==> src/doubly_linked_list_engine_top_defines.svh <==
// Assertion macros shared by the list engine modules.
`ifndef DOUBLY_LINKED_LIST_ENGINE_TOP_DEFINES_SVH
`define DOUBLY_LINKED_LIST_ENGINE_TOP_DEFINES_SVH
// Implication checked on every rising clock edge outside reset.
`define DLL_ASSERT_IMP(label, ante, cons, msg) \
  label: assert property (@(posedge clk) disable iff (!rst_n) (ante) |-> (cons)) \
    else $error(msg);
// Implication checked in the cycle after the antecedent.
`define DLL_ASSERT_NEXT(label, ante, cons, msg) \
  label: assert property (@(posedge clk) disable iff (!rst_n) (ante) |=> (cons)) \
    else $error(msg);
`endif

==> src/dll_pkg.sv <==
// Package with the types, codes and defaults of the list engine.
package dll_pkg;
  localparam int DEF_NODES = 256;
  localparam int DEF_VALUE_BITS = 32;

  localparam logic [3:0] FN_INS_FIRST = 4'd0;
  localparam logic [3:0] FN_INS_AFTER = 4'd1;
  localparam logic [3:0] FN_INS_BEFORE = 4'd2;
  localparam logic [3:0] FN_INS_SORTED = 4'd3;
  localparam logic [3:0] FN_DEL_FIRST = 4'd4;
  localparam logic [3:0] FN_DEL_LAST = 4'd5;
  localparam logic [3:0] FN_FIND_FIRST = 4'd6;
  localparam logic [3:0] FN_FIND_LAST = 4'd7;
  localparam logic [3:0] FN_POSITION = 4'd8;
  localparam logic [3:0] FN_CLEAR = 4'd9;

  localparam logic [1:0] ST_OK = 2'd0;
  localparam logic [1:0] ST_EMPTY = 2'd1;
  localparam logic [1:0] ST_FULL = 2'd2;
  localparam logic [1:0] ST_BAD_HANDLE = 2'd3;

  typedef struct packed {
    logic [3:0] func;
    logic signed [31:0] value;
    logic [7:0] handle;
    logic [8:0] position;
  } dll_in_t;

  typedef struct packed {
    logic [7:0] node_handle;
    logic found;
    logic [1:0] status;
  } dll_out_t;

  typedef enum logic [3:0] {
    S_IDLE, S_DECODE, S_ALLOC, S_LINK, S_DEL, S_WALK_RD, S_WALK_CHK, S_DONE
  } dll_state_t;

  // Datapath operations issued by the controller.
  typedef enum logic [3:0] {
    OP_NONE, OP_LATCH, OP_CLEAR, OP_ALLOC, OP_LINK, OP_DEL, OP_WALK_START,
    OP_WALK_RD, OP_WALK_STEP, OP_RESPOND
  } dll_op_t;

  typedef struct packed {
    dll_op_t op;
  } dll_cmd_t;

  typedef struct packed {
    logic empty;
    logic live;
    logic pool_full;
    logic walk_end;
    logic walk_hit;
  } dll_stat_t;
endpackage

==> src/dll_ctrl.sv <==
// Controller state machine that sequences each list command.
`include "doubly_linked_list_engine_top_defines.svh"
module dll_ctrl (
  input  logic                clk,
  input  logic                rst_n,
  input  logic                start,
  input  logic [3:0]          func,
  input  dll_pkg::dll_stat_t  stat,
  output logic                busy,
  output dll_pkg::dll_cmd_t   cmd
);
  import dll_pkg::*;

  dll_state_t state_r, state_nxt;
  logic [3:0] func_r, func_nxt;

  always_ff @(posedge clk) begin
    if (!rst_n) begin
      state_r <= S_IDLE;
      func_r <= '0;
    end else begin
      state_r <= state_nxt;
      func_r <= func_nxt;
    end
  end

  always_comb begin
    state_nxt = state_r;
    func_nxt = func_r;
    cmd.op = OP_NONE;
    busy = (state_r != S_IDLE);
    unique case (state_r)
      S_IDLE: begin
        if (start) begin
          cmd.op = OP_LATCH;
          func_nxt = func;
          state_nxt = S_DECODE;
        end
      end
      S_DECODE: begin
        priority if (func_r == FN_CLEAR) begin
          cmd.op = OP_CLEAR;
          state_nxt = S_DONE;
        end else if (func_r == FN_INS_FIRST || func_r == FN_INS_SORTED) begin
          state_nxt = stat.pool_full ? S_DONE : S_ALLOC;
        end else if (func_r == FN_INS_AFTER || func_r == FN_INS_BEFORE) begin
          state_nxt = (!stat.live || stat.pool_full) ? S_DONE : S_ALLOC;
        end else if (func_r == FN_DEL_FIRST || func_r == FN_DEL_LAST) begin
          state_nxt = stat.empty ? S_DONE : S_DEL;
        end else if (func_r == FN_FIND_FIRST || func_r == FN_FIND_LAST
                     || func_r == FN_POSITION) begin
          if (stat.empty) begin
            state_nxt = S_DONE;
          end else begin
            cmd.op = OP_WALK_START;
            state_nxt = S_WALK_RD;
          end
        end else begin
          state_nxt = S_DONE;
        end
      end
      S_ALLOC: begin
        cmd.op = OP_ALLOC;
        if (func_r == FN_INS_SORTED) begin
          state_nxt = S_WALK_RD;
        end else begin
          state_nxt = S_LINK;
        end
      end
      S_WALK_RD: begin
        cmd.op = OP_WALK_RD;
        state_nxt = S_WALK_CHK;
      end
      S_WALK_CHK: begin
        if (stat.walk_end || stat.walk_hit) begin
          state_nxt = (func_r == FN_INS_SORTED) ? S_LINK : S_DONE;
        end else begin
          cmd.op = OP_WALK_STEP;
          state_nxt = S_WALK_RD;
        end
      end
      S_LINK: begin
        cmd.op = OP_LINK;
        state_nxt = S_DONE;
      end
      S_DEL: begin
        cmd.op = OP_DEL;
        state_nxt = S_DONE;
      end
      S_DONE: begin
        cmd.op = OP_RESPOND;
        state_nxt = S_IDLE;
      end
      default: state_nxt = S_IDLE;
    endcase
  end

  `DLL_ASSERT_NEXT(a_start_leaves_idle, (state_r == S_IDLE) && start, busy, "start not taken")
  `DLL_ASSERT_NEXT(a_done_returns, state_r == S_DONE, !busy, "block did not return to idle")
  `DLL_ASSERT_IMP(a_idle_quiet, !busy, (cmd.op == OP_NONE) || (cmd.op == OP_LATCH), "op while idle")
endmodule

==> config.mk <==
export PLATFORM = sky130hd
export DESIGN_NAME = dll_ctrl
export DESIGN_NICKNAME = d
export VERILOG_FILES = /design/src/dll_pkg.sv /design/src/dll_ctrl.sv
export VERILOG_INCLUDE_DIRS = /design/src /design/src/src
export SDC_FILE = /design/constraint.sdc
export NUM_CORES = 1
export LEC_CHECK = 0
export BUFFER_PORTS_ARGS = -buffer_cell sky130_fd_sc_hd__clkbuf_2
export CAP_MARGIN = 5
export CORE_AREA = 2 2 47 49
export CTS_CLUSTER_SIZE = 16
export DETAILED_ROUTE_END_ITERATION = 12
export DIE_AREA = 0 0 49 51
export HOLD_SLACK_MARGIN = 0.12
export PLACE_DENSITY = 0.46
export SLEW_MARGIN = 10
export SYNTH_ARGS = -nofsm -noshare
export SYNTH_HDL_FRONTEND = slang
export SYNTH_SLANG_ARGS = --single-unit
==> constraint.sdc <==
create_clock -name clk -period 3.7 [get_ports clk]
set_input_delay 0.555 -clock clk [delete_from_list [all_inputs] [get_ports clk]]
set_output_delay 0.555 -clock clk [all_outputs]
set_load 0.02 [all_outputs]
; Yosys cells after proc, flatten, opt, wreduce, memory -nomap -nowiden
; Cells that the tools add are included.
[op_classes]
div_mod_pow = 0
shifts = 0
n_bitwise = 0
reduce_logical = 13
eq_ne = 17
magnitude_cmp = 0
add_sub_neg = 0
n_mux = 23
multipliers = 0
[op_table]
columns = operator, count
row1 = 3-bit 2-to-1 mux, 11
row2 = 4-bit by 3-bit == test with 1-bit output (second input constant), 8
row3 = 4-bit case mux with 8 select lines, 1
row4 = 4-bit 2-to-1 mux, 7
row5 = 4-bit case mux with 6 select lines, 1
row6 = 4-bit by 2-bit == test with 1-bit output (second input constant), 4
row7 = 4-bit by 1-bit == test with 1-bit output (second input constant), 2
row8 = 4-bit == test (second input constant), 2
row9 = 4-bit logical NOT, 2
row10 = 1-bit logical OR, 7
row11 = 2-bit 2-to-1 mux, 2
row12 = 4-bit nonzero test, 1
row13 = 2-bit inequality test (second input constant), 1
row14 = 2-bit AND reduction, 1
row15 = 2-bit OR reduction, 1
row16 = 1-bit logical NOT, 1
row17 = 1-bit 2-to-1 mux, 1
[totals]
n_memories = 0
ff_bits = 8
output_inout_bits = 5
elab_cells = 55
rom_bits = 0
input_bits = 12
latch_bits = 0
mem_bits_rw = 0

; Longest topological paths before layout
; Gate-level depths: netlist (run 1).
[depth]
depth_word = 9
ltp_mapped = 4
depth_no_buf = 3

; Least setup slack after synthesis (run 1)
; Ideal clock, no wire load.
[synth_path]
kind = reg2out
start = register func_r[2]
end = output port cmd[2] in the netlist's numbering
t_required_ns = 3.145
path_buffers = 1
path_stages_with_launch = 5
arrival_ns = 1.499
slack_ns = 1.646
path_cell_list = dfxtp_1 > buf_6 > or4b_4 > a21o_1 > a211oi_2
[synth_lines]
columns = element, line_no
row1 = "start, declared", dll_ctrl.sv:15  ; logic [3:0] func_r, func_nxt;
row2 = "start signal, assigned", dll_ctrl.sv:23  ; func_r <= func_nxt;
row3 = "end, declared", dll_ctrl.sv:10  ; output dll_pkg::dll_cmd_t cmd

==> results by group, run 1 <==
Status
  • Status: finished clean

Power and ir drop
  • Leak pwr: 0.263 nW
  • Max IR drop VDD: about 0.27 mV
  • Pwr/cell area: 444 nW/um^2

Clock tree
  • CTS sink cnt: 7
  • Root buf cell: clkbuf_4
  • H-Tree Depth: 1
  • Hold-fix buffers, CTS: 0
  • Latest clock arrival within the worst-skew pair: 0.24 ns
  • CTS tree: done
  • CTS Buf Count: 3
  • Clock-pin slew on the worst setup and hold paths: 0.05 ns
  • Setup Fix Bufs, Post-CTS: 0
  • Post_cts resized: 0
  • Max clock buf depth: 2

STA
  • Endpoints failing hold: 0
  • RSZ-0062 raised after global routing: no
  • Clock Skew: 0.000304 ns
  • Setup TNS: 0 ns
  • Worst Tran Pin Value: 0.567 ns
  • Hold_ws: 0.553 ns
  • Relative slew slack: 0.621
  • Max Fclk: 429 MHz
  • Final min period: 2.33 ns
  • Fin crit share: 0.630
  • Fin. max-slew vios: 0
  • Setup violations, final: 0

Logic synthesis
  • Syn Area/Cell: 8.68 sq um
  • Post-synth top area share: 0.252
  • Net Count, Synth: 76
  • YS warnings: 0
  • Cell Area, Synth: 556 sq um
  • Cells after Synth: 64
  • Top post-synthesis cells by area: dfxtp_1 (25%), mux2i_1 (7.2%), nor2_1 (5.4%)
  • Yosys top cell by area: dfxtp_1
  • FF+latch count, synth: 7
  • Library cells used by synthesis: 35
  • Register area share after synthesis: 0.252

Drt
  • Pre-antenna DRT Iters: 2
  • Detailed-route vias per instance: 4.77
  • Wire length per cell: 11.2 microns
  • DR iter-0 viols: 4
  • Antenna viol nets, final: 0
  • Drt total wl: 1210 microns
  • Vias: between 500 and 600
  • DRC errors left: 0

Die
  • Die Wd: 49 microns
  • Die area: 2500 sq um
  • Io pins: 17
  • Core box area: 2060 sq um
  • Die Y: 51 microns
  • Row count: 17
  • Starting Density: 0.269

GRT
  • Largest net degree at the start of global routing: 12
  • Gr ovfl total: 0
  • First-pass GRT wire length: about 2200 microns
  • Vias in the first global route: 488
  • Initial antenna violation count: 0
  • All-Layer GR Usage: 0.115

Place
  • Gpl congestion: 0.747
  • I/O Buffers: 16
  • Cell Area, Placed: ~640 sq um
  • Hpwl dp: approximately 980 microns

Flow run
  • Max-cap violation count: 0

Hold path
  • Hold WC Path Type: in2reg

Setup path
  • Crit path kind: reg2out
  • Startpoint types: flip-flop
  • CP endpoint kind: output pin
  • WP data required: approximately 3.1 ns
  • Crit-path max FO: 9
  • Worst EP arrival: ~1.8 ns

Layout
  • Layout area overhead: 19.6%
  • Most common cell after layout, fill and taps aside: clkbuf_2
  • Layout fillers: 236
  • Ratio of cells with drive above 1 in the final layout: 0.325
  • Commonest cells after routing, fill and taps aside: clkbuf_2 (16), nor2_1 (8), dfxtp_1 (7), nand2_1 (4), mux2i_1 (4)
  • Nets@finish: a little over 90
  • Post-route cell area: 664 sq um
  • Diode count: 0
## where the power goes
part	switching [mW]	leakage, nW	total (mW)	internal [mW]
sequential	0.0284	0.0577	0.115	0.0866
clock	0.0242	0.0150	0.0651	0.0409
combinational	0.0603	0.191	0.115	0.0543
## logic make-up (layout without fill, tap and decap cells)
group	Yosys count	after routing	share of synthesized area
flops	7	7	0.252
compound gates	16	16	0.255
xor+xnor	1	1	0.0158
simple gates	29	29	0.327
buf+inv	7	23	0.0788
mux	4	4	0.0721
## registers in the layout, indices dropped and copies added, names as in the netlist
| name | flops |
|---|---|
| func_r | 4 |
| state_r | 3 |
## critical path, stage by stage (launching register included)
cell	delay [ns]
dfxtp_1	0.46
or4b_4	0.52
a21o_1	0.18
a211oi_2	0.17
clkbuf_2	0.20
## cells in the mapped netlist (all sizes together)
library cell,instances
nand3b,1
a21o,1
nor4b,1
o311ai,1
nor4bb,1
a2111oi,2
nor3b,1
o211a,1
nor2,8
a21oi,2
or2,2
a311oi,1
o21a,2
nor2b,1
o21ai,1
nand2,4
or4b,1
o22ai,2
o21bai,1
or2b,1
nor4,1
dfxtp,7
xnor2,1
or3b,1
a211oi,2
inv,3
and2,1
nand2b,3
mux2i,4
nand4bb,1
nor3,1
buf,4
## metal layers
layer | wire length, microns | up-vias | share of wire | GRT usage
met5 | 0 | - | 0 | 0
met4 | 13 | 0 | 0.011 | 0.0714
met3 | 38 | 2 | 0.031 | 0.0205
met2 | 590 | 8 | 0.49 | 0.187
met1 | 569 | 235 | 0.47 | 0.142
li1 | - | 270 | - | -
## per-stage QoR
step	total power [mW]	setup slack, ns	util	instances
2_1_floorplan	0.204	1.65	-	64
3_5_place_dp	0.232	1.63	0.309	104
4_1_cts	0.301	1.35	0.322	108
5_1_grt	0.319	1.25	0.322	108
3_3_place_gp	0.233	1.64	0.309	104
6_report	0.295	1.37	0.322	108
## final timing paths
kind	slack (ns)	cells past startpoint	from	endpoint
worst max-delay path	1.37	4	func_r[3]$_SDFFE_PN0P_	cmd[2]
worst max register to register	2.22	3	func_r[2]$_SDFFE_PN0P_	state_r[0]$_SDFFE_PN0P_
worst min-delay path	0.55	3	func[3]	func_r[3]$_SDFFE_PN0P_
worst min register to register	0.60	2	func_r[0]$_SDFFE_PN0P_	func_r[0]$_SDFFE_PN0P_
## final cells by class
| cell class | count | area [sq um] | area share |
|---|---|---|---|
| Multi-Input combinational cell | 50 | 372 | 0.559 |
| Sequential cell | 7 | 140 | 0.211 |
| Inverter | 3 | 11.3 | 0.0169 |
| Clock buffer | 4 | 26.3 | 0.0395 |
| Timing Repair Buffer | 16 | 80.1 | 0.121 |
| Tap cell | 28 | 35.0 | 0.0527 |
Note: power is estimated with default switching activity, not from simulation.
==> run 2: changes to the inputs <==
Settings changed: PLACE_DENSITY 0.46 to 0.48.
Clock period 3.7 ns to 1.9 ns, I/O delays scaled along.
==> run 2 against run 1 <==
Utilization is 1.8 points higher. Flip-flop and latch count unchanged. Largest power group is now combinational cells. Clock power is 100% higher. Largest cell class unchanged. The run now ends with negative setup slack left.
==> results by group, run 2 (synthesized netlist as in run 1, its figures left out) <==
STA
  • Clock Skew: roughly 0.0011 ns
  • Final WS setup: -0.0336 ns
  • RSZ-0062 raised after global routing: yes
  • Fin crit share: 1.02
  • Max Fclk: 517 MHz
  • Fin. max-slew vios: 0
  • Final min period: 1.93 ns
  • Endpoints failing hold: 0
  • Relative slew slack: 0.732
  • Worst Tran Pin Value: 0.398 ns
  • Setup violations, final: 1

Clock tree
  • Latest clock arrival within the worst-skew pair: 0.25 ns
  • Setup Fix Bufs, Post-CTS: 0
  • CTS Buf Count: 3
  • Hold-fix buffers, CTS: 0
  • Max clock buf depth: 2
  • H-Tree Depth: 1
  • CTS sink cnt: 7
  • Clock-pin slew on the worst setup and hold paths: 0.05 ns
  • CTS tree: done
  • Root buf cell: clkbuf_4

Drt
  • Drt total wl: 1280 microns
  • DRC errors left: 0
  • Wire length per cell: 11.4 microns
  • DR iter-0 viols: 8
  • Detailed-route vias per instance: 4.80
  • Antenna viol nets, final: 0
  • Vias: 538
  • Pre-antenna DRT Iters: 4

Setup path
  • CP endpoint kind: output pin
  • Crit-path max FO: 7
  • Worst EP arrival: around 1.7 ns
  • Crit path kind: reg2out
  • WP data required: 1.62 ns
  • Startpoint types: flip-flop

GRT
  • Largest net degree at the start of global routing: 11
  • Vias in the first global route: 484
  • Initial antenna violation count: 0
  • All-Layer GR Usage: 0.115
  • Gr ovfl total: 0
  • First-pass GRT wire length: 2160 microns

Layout
  • Layout area overhead: 26.4%
  • Post-route cell area: 702 sq um
  • Largest register by flop count: func_r
  • Top Registers: func_r x4, state_r x3
  • Most common cell after layout, fill and taps aside: clkbuf_2
  • Ratio of cells with drive above 1 in the final layout: 0.381
  • Commonest cells after routing, fill and taps aside: clkbuf_2 (15), nor2_1 (8), dfxtp_1 (6), buf_4 (5)
  • Max FFs per register: 4
  • Final core utilization: 0.340
  • Diode count: 0
  • Layout fillers: 238
  • Nets@finish: 97

Die
  • Starting Density: 0.269
  • Core box area: slightly above 2000 sq um
  • Die Y: 51 microns
  • Io pins: 17
  • Die Wd: 49 microns
  • Die area: 2500 sq um
  • Row count: 17

Status
  • Status: complete, but fails checks
  • Failing checks: negative setup slack

Hold path
  • Hold WC Path Type: in2reg

Place
  • Cell Area, Placed: 668 sq um
  • Hpwl dp: 1050 microns
  • Gpl congestion: 0.759
  • I/O Buffers: 16

Power and ir drop
  • Pwr/cell area: 850 nW/um^2
  • Leak pwr: between 0.2 and 0.3 nW
  • Max IR drop VDD: around 0.46 mV

Flow run
  • Max-cap violation count: 0
-- run 2: cell count changes in the layout (fill, tap and decap cells not counted) --
cell / delta
clkbuf_2: -1
clkinv_2: +1
clkbuf_1: -1
dfxtp_4: +1
dfxtp_1: -1
buf_4: +5
-- run 2: power by group --
| part | internal [mW] | total (mW) | switching, mW |
|---|---|---|---|
| combinational | 0.121 | 0.255 | 0.134 |
| clock | 0.0768 | 0.132 | 0.0548 |
| sequential | 0.169 | 0.210 | 0.0417 |
| total | 0.367 | 0.597 | 0.230 |
-- run 2: metrics by stage --
stage	hold WS (ns)	std cells	setup TNS (ns)	total power, mW	setup slack, ns
after CTS	0.262	112	-0.102	0.608	-0.102
after global placement	0.516	108	0	0.468	0.161
after floorplan	0.432	64	0	0.397	0.116
after detailed placement	0.528	108	0	0.467	0.137
final	0.271	112	-0.0336	0.597	-0.0336
after global routing	0.270	112	-0.0816	0.657	-0.0816
-- run 2: final timing paths --
check	start	to	slack, ns	cells past startpoint
worst max-delay path	func_r[0]$_SDFFE_PN0P_	cmd[2]	-0.03	4
worst min-delay path	func[1]	func_r[1]$_SDFFE_PN0P_	0.27	3
worst min register to register	func_r[0]$_SDFFE_PN0P_	func_r[0]$_SDFFE_PN0P_	0.55	2
worst max register to register	func_r[1]$_SDFFE_PN0P_	state_r[0]$_SDFFE_PN0P_	0.50	4
-- run 2: metal layers --
layer	global-route usage	vias up	part of all wire
met5	0	-	0
met4	0.0429	0	0.0094
met3	0.0526	2	0.049
met2	0.178	9	0.45
met1	0.139	251	0.49
li1	-	276	-
-- run 2: cell type report --
cell class	instances	area [sq um]	share of cell area
Inverter	3	11.3	0.0160
Sequential cell	7	144	0.205
Tap cell	28	35.0	0.0499
Timing Repair Buffer	20	113	0.160
Clock inverter	1	5.00	0.00713
Multi-Input combinational cell	50	372	0.529
Clock buffer	3	22.5	0.0321
-- run 2: worst max-delay path: stages, from the launching register on --
cell and delay, ns:
dfxtp_4 0.36, or4b_4 0.51, a21o_1 0.18, a211oi_2 0.18
buf_4 0.17
-- run 2: what timing repair did --
action,in CTS,in global routing
endpoints found under the setup margin,1,1
gates cloned,0,0
pin swaps,2,1
gates resized for setup,3,1
==> run 3: changes to the inputs <==
Settings changed: SKIP_CTS_REPAIR_TIMING from default to 1, SLEW_MARGIN 10 to 20.
==> run 3 against run 2 <==
Utilization down 0.12 points. Via count unchanged. Sequential share of layout area down 0.28 points. Largest power group unchanged. Maximum frequency down 1.3%. Clock-buffer cell count unchanged. Global-route usage unchanged. Clock skew down 0.00080 ns. Critical endpoint unchanged. The flow still finishes with violations (negative setup slack). Flip-flop and latch count unchanged. Clock power about the same.
==> results by group, run 3 (synthesized netlist as in run 1, its figures left out) <==
Layout
  • Diode count: 0
  • Layout fillers: 238
  • Most common cell after layout, fill and taps aside: clkbuf_2
  • Top Registers: func_r x4, state_r x3
  • Max FFs per register: 4
  • Ratio of cells with drive above 1 in the final layout: 0.381
  • Largest register by flop count: func_r
  • Nets@finish: 97
  • Layout area overhead: 25.9%
  • Commonest cells after routing, fill and taps aside: clkbuf_2 (15), nor2_1 (8), dfxtp_1 (6), buf_4 (5)

Drt
  • Top Metal Used: met4
  • Metal2 WL: around 580 microns
  • Wire length per cell: 11.4 microns
  • Pre-antenna DRT Iters: 4
  • Vias: 538
  • Metal3 WL: 62 microns
  • Detailed-route vias per instance: 4.80
  • M1 WL: 621 microns
  • Drt total wl: roughly 1300 microns
  • DRC errors left: 0
  • Antenna viol nets, final: 0
  • DR iter-0 viols: 5

Die
  • Core box area: 2060 sq um
  • Die Wd: 49 microns
  • Die area: 2500 sq um
  • Row count: 17
  • Starting Density: 0.269
  • Die Y: 51 microns
  • Io pins: 17

STA
  • Clock Skew: about 0.00033 ns
  • Setup TNS: -0.0600 ns
  • Relative slew slack: 0.732
  • Fin crit share: 1.03
  • Endpoints failing hold: 0
  • Final min period: 1.96 ns
  • RSZ-0062 raised after global routing: yes
  • Fin. max-slew vios: 0
  • Final WS setup: -0.0600 ns
  • Worst Tran Pin Value: 0.398 ns
  • Setup violations, final: 1
  • Max Fclk: roughly 510 MHz

Clock tree
  • CTS tree: done
  • CTS sink cnt: 7
  • H-Tree Depth: 1
  • CTS Buf Count: 3
  • Latest clock arrival within the worst-skew pair: 0.25 ns
  • Root buf cell: clkbuf_4
  • Clock-pin slew on the worst setup and hold paths: 0.05 ns
  • Max clock buf depth: 2

Place
  • Hpwl dp: 1050 microns
  • Gpl congestion: 0.759
  • I/O Buffers: 16

Setup path
  • Startpoint types: flip-flop
  • Worst EP arrival: approximately 1.7 ns
  • Crit-path max FO: 7
  • CP endpoint kind: output pin
  • WP data required: ~1.6 ns
  • Crit path kind: reg2out
  • R2R Setup Slk: 0.50 ns

Power and ir drop
  • Total power: 598 uW
  • Leak pwr: 0.288 nW
  • Pwr/cell area: 855 nW/um^2
  • Max IR drop VDD: 0.461 mV

Hold path
  • Hold WC Path Type: in2reg

GRT
  • All-Layer GR Usage: 0.115
  • Gr ovfl total: 0
  • Vias in the first global route: a little under 500
  • Largest net degree at the start of global routing: 11
  • Initial antenna violation count: 0
  • First-pass GRT wire length: 2160 microns

Status
  • Failing checks: negative setup slack
  • Status: complete, but fails checks

Flow run
  • Max-cap violation count: 0
==> run 3: routing by layer <==
| metal | GRT usage | up-vias |
|---|---|---|
| met5 | 0 | - |
| met4 | 0.0429 | 0 |
| met3 | 0.0526 | 2 |
| met2 | 0.178 | 9 |
| met1 | 0.139 | 251 |
| li1 | - | 276 |
==> run 3: critical path, stage by stage (launching register included) <==
cell and delay [ns]:
dfxtp_2 0.35, or4b_4 0.54, a21o_1 0.18, a211oi_2 0.18
buf_4 0.17
==> run 3: area by class of cell <==
cell class / count / area [sq um] / area share
inverter: 3 / 11.3 / 0.0161
timing repair buffer: 20 / 113 / 0.161
multi-input combinational: 50 / 372 / 0.531
clock inverter: 1 / 5.00 / 0.00716
clock buffer: 3 / 22.5 / 0.0322
sequential: 7 / 141 / 0.202
tap: 28 / 35.0 / 0.0501
==> run 3: power breakdown <==
| part | total, mW | switching [mW] | internal, mW |
|---|---|---|---|
| logic | 0.255 | 0.134 | 0.121 |
| registers | 0.211 | 0.0418 | 0.169 |
| clock network | 0.132 | 0.0554 | 0.0768 |
| total | 0.598 | 0.231 | 0.367 |
==> run 3: path summary, 6_finish.rpt <==
| path | endpoint | cells after the start | start |
|---|---|---|---|
| setup / recovery | cmd[2] | 4 | func_r[0]$_SDFFE_PN0P_ |
| hold / removal | func_r[1]$_SDFFE_PN0P_ | 3 | func[1] |
| setup reg to reg | state_r[0]$_SDFFE_PN0P_ | 4 | func_r[1]$_SDFFE_PN0P_ |
| hold reg to reg | func_r[0]$_SDFFE_PN0P_ | 2 | func_r[0]$_SDFFE_PN0P_ |
==> run 3: per-stage QoR <==
step                      instance area [sq um]  instances  setup WS [ns]   util  hold slack, ns
after global placement                      668        108          0.161  0.324           0.516
after detailed placement                    668        108          0.137  0.324           0.528
after floorplan                             556         64          0.116      -           0.432
final                                       699        112        -0.0600  0.339           0.271
after CTS                                   696        112         -0.142  0.337           0.263
after global routing                        699        112         -0.107  0.339           0.271
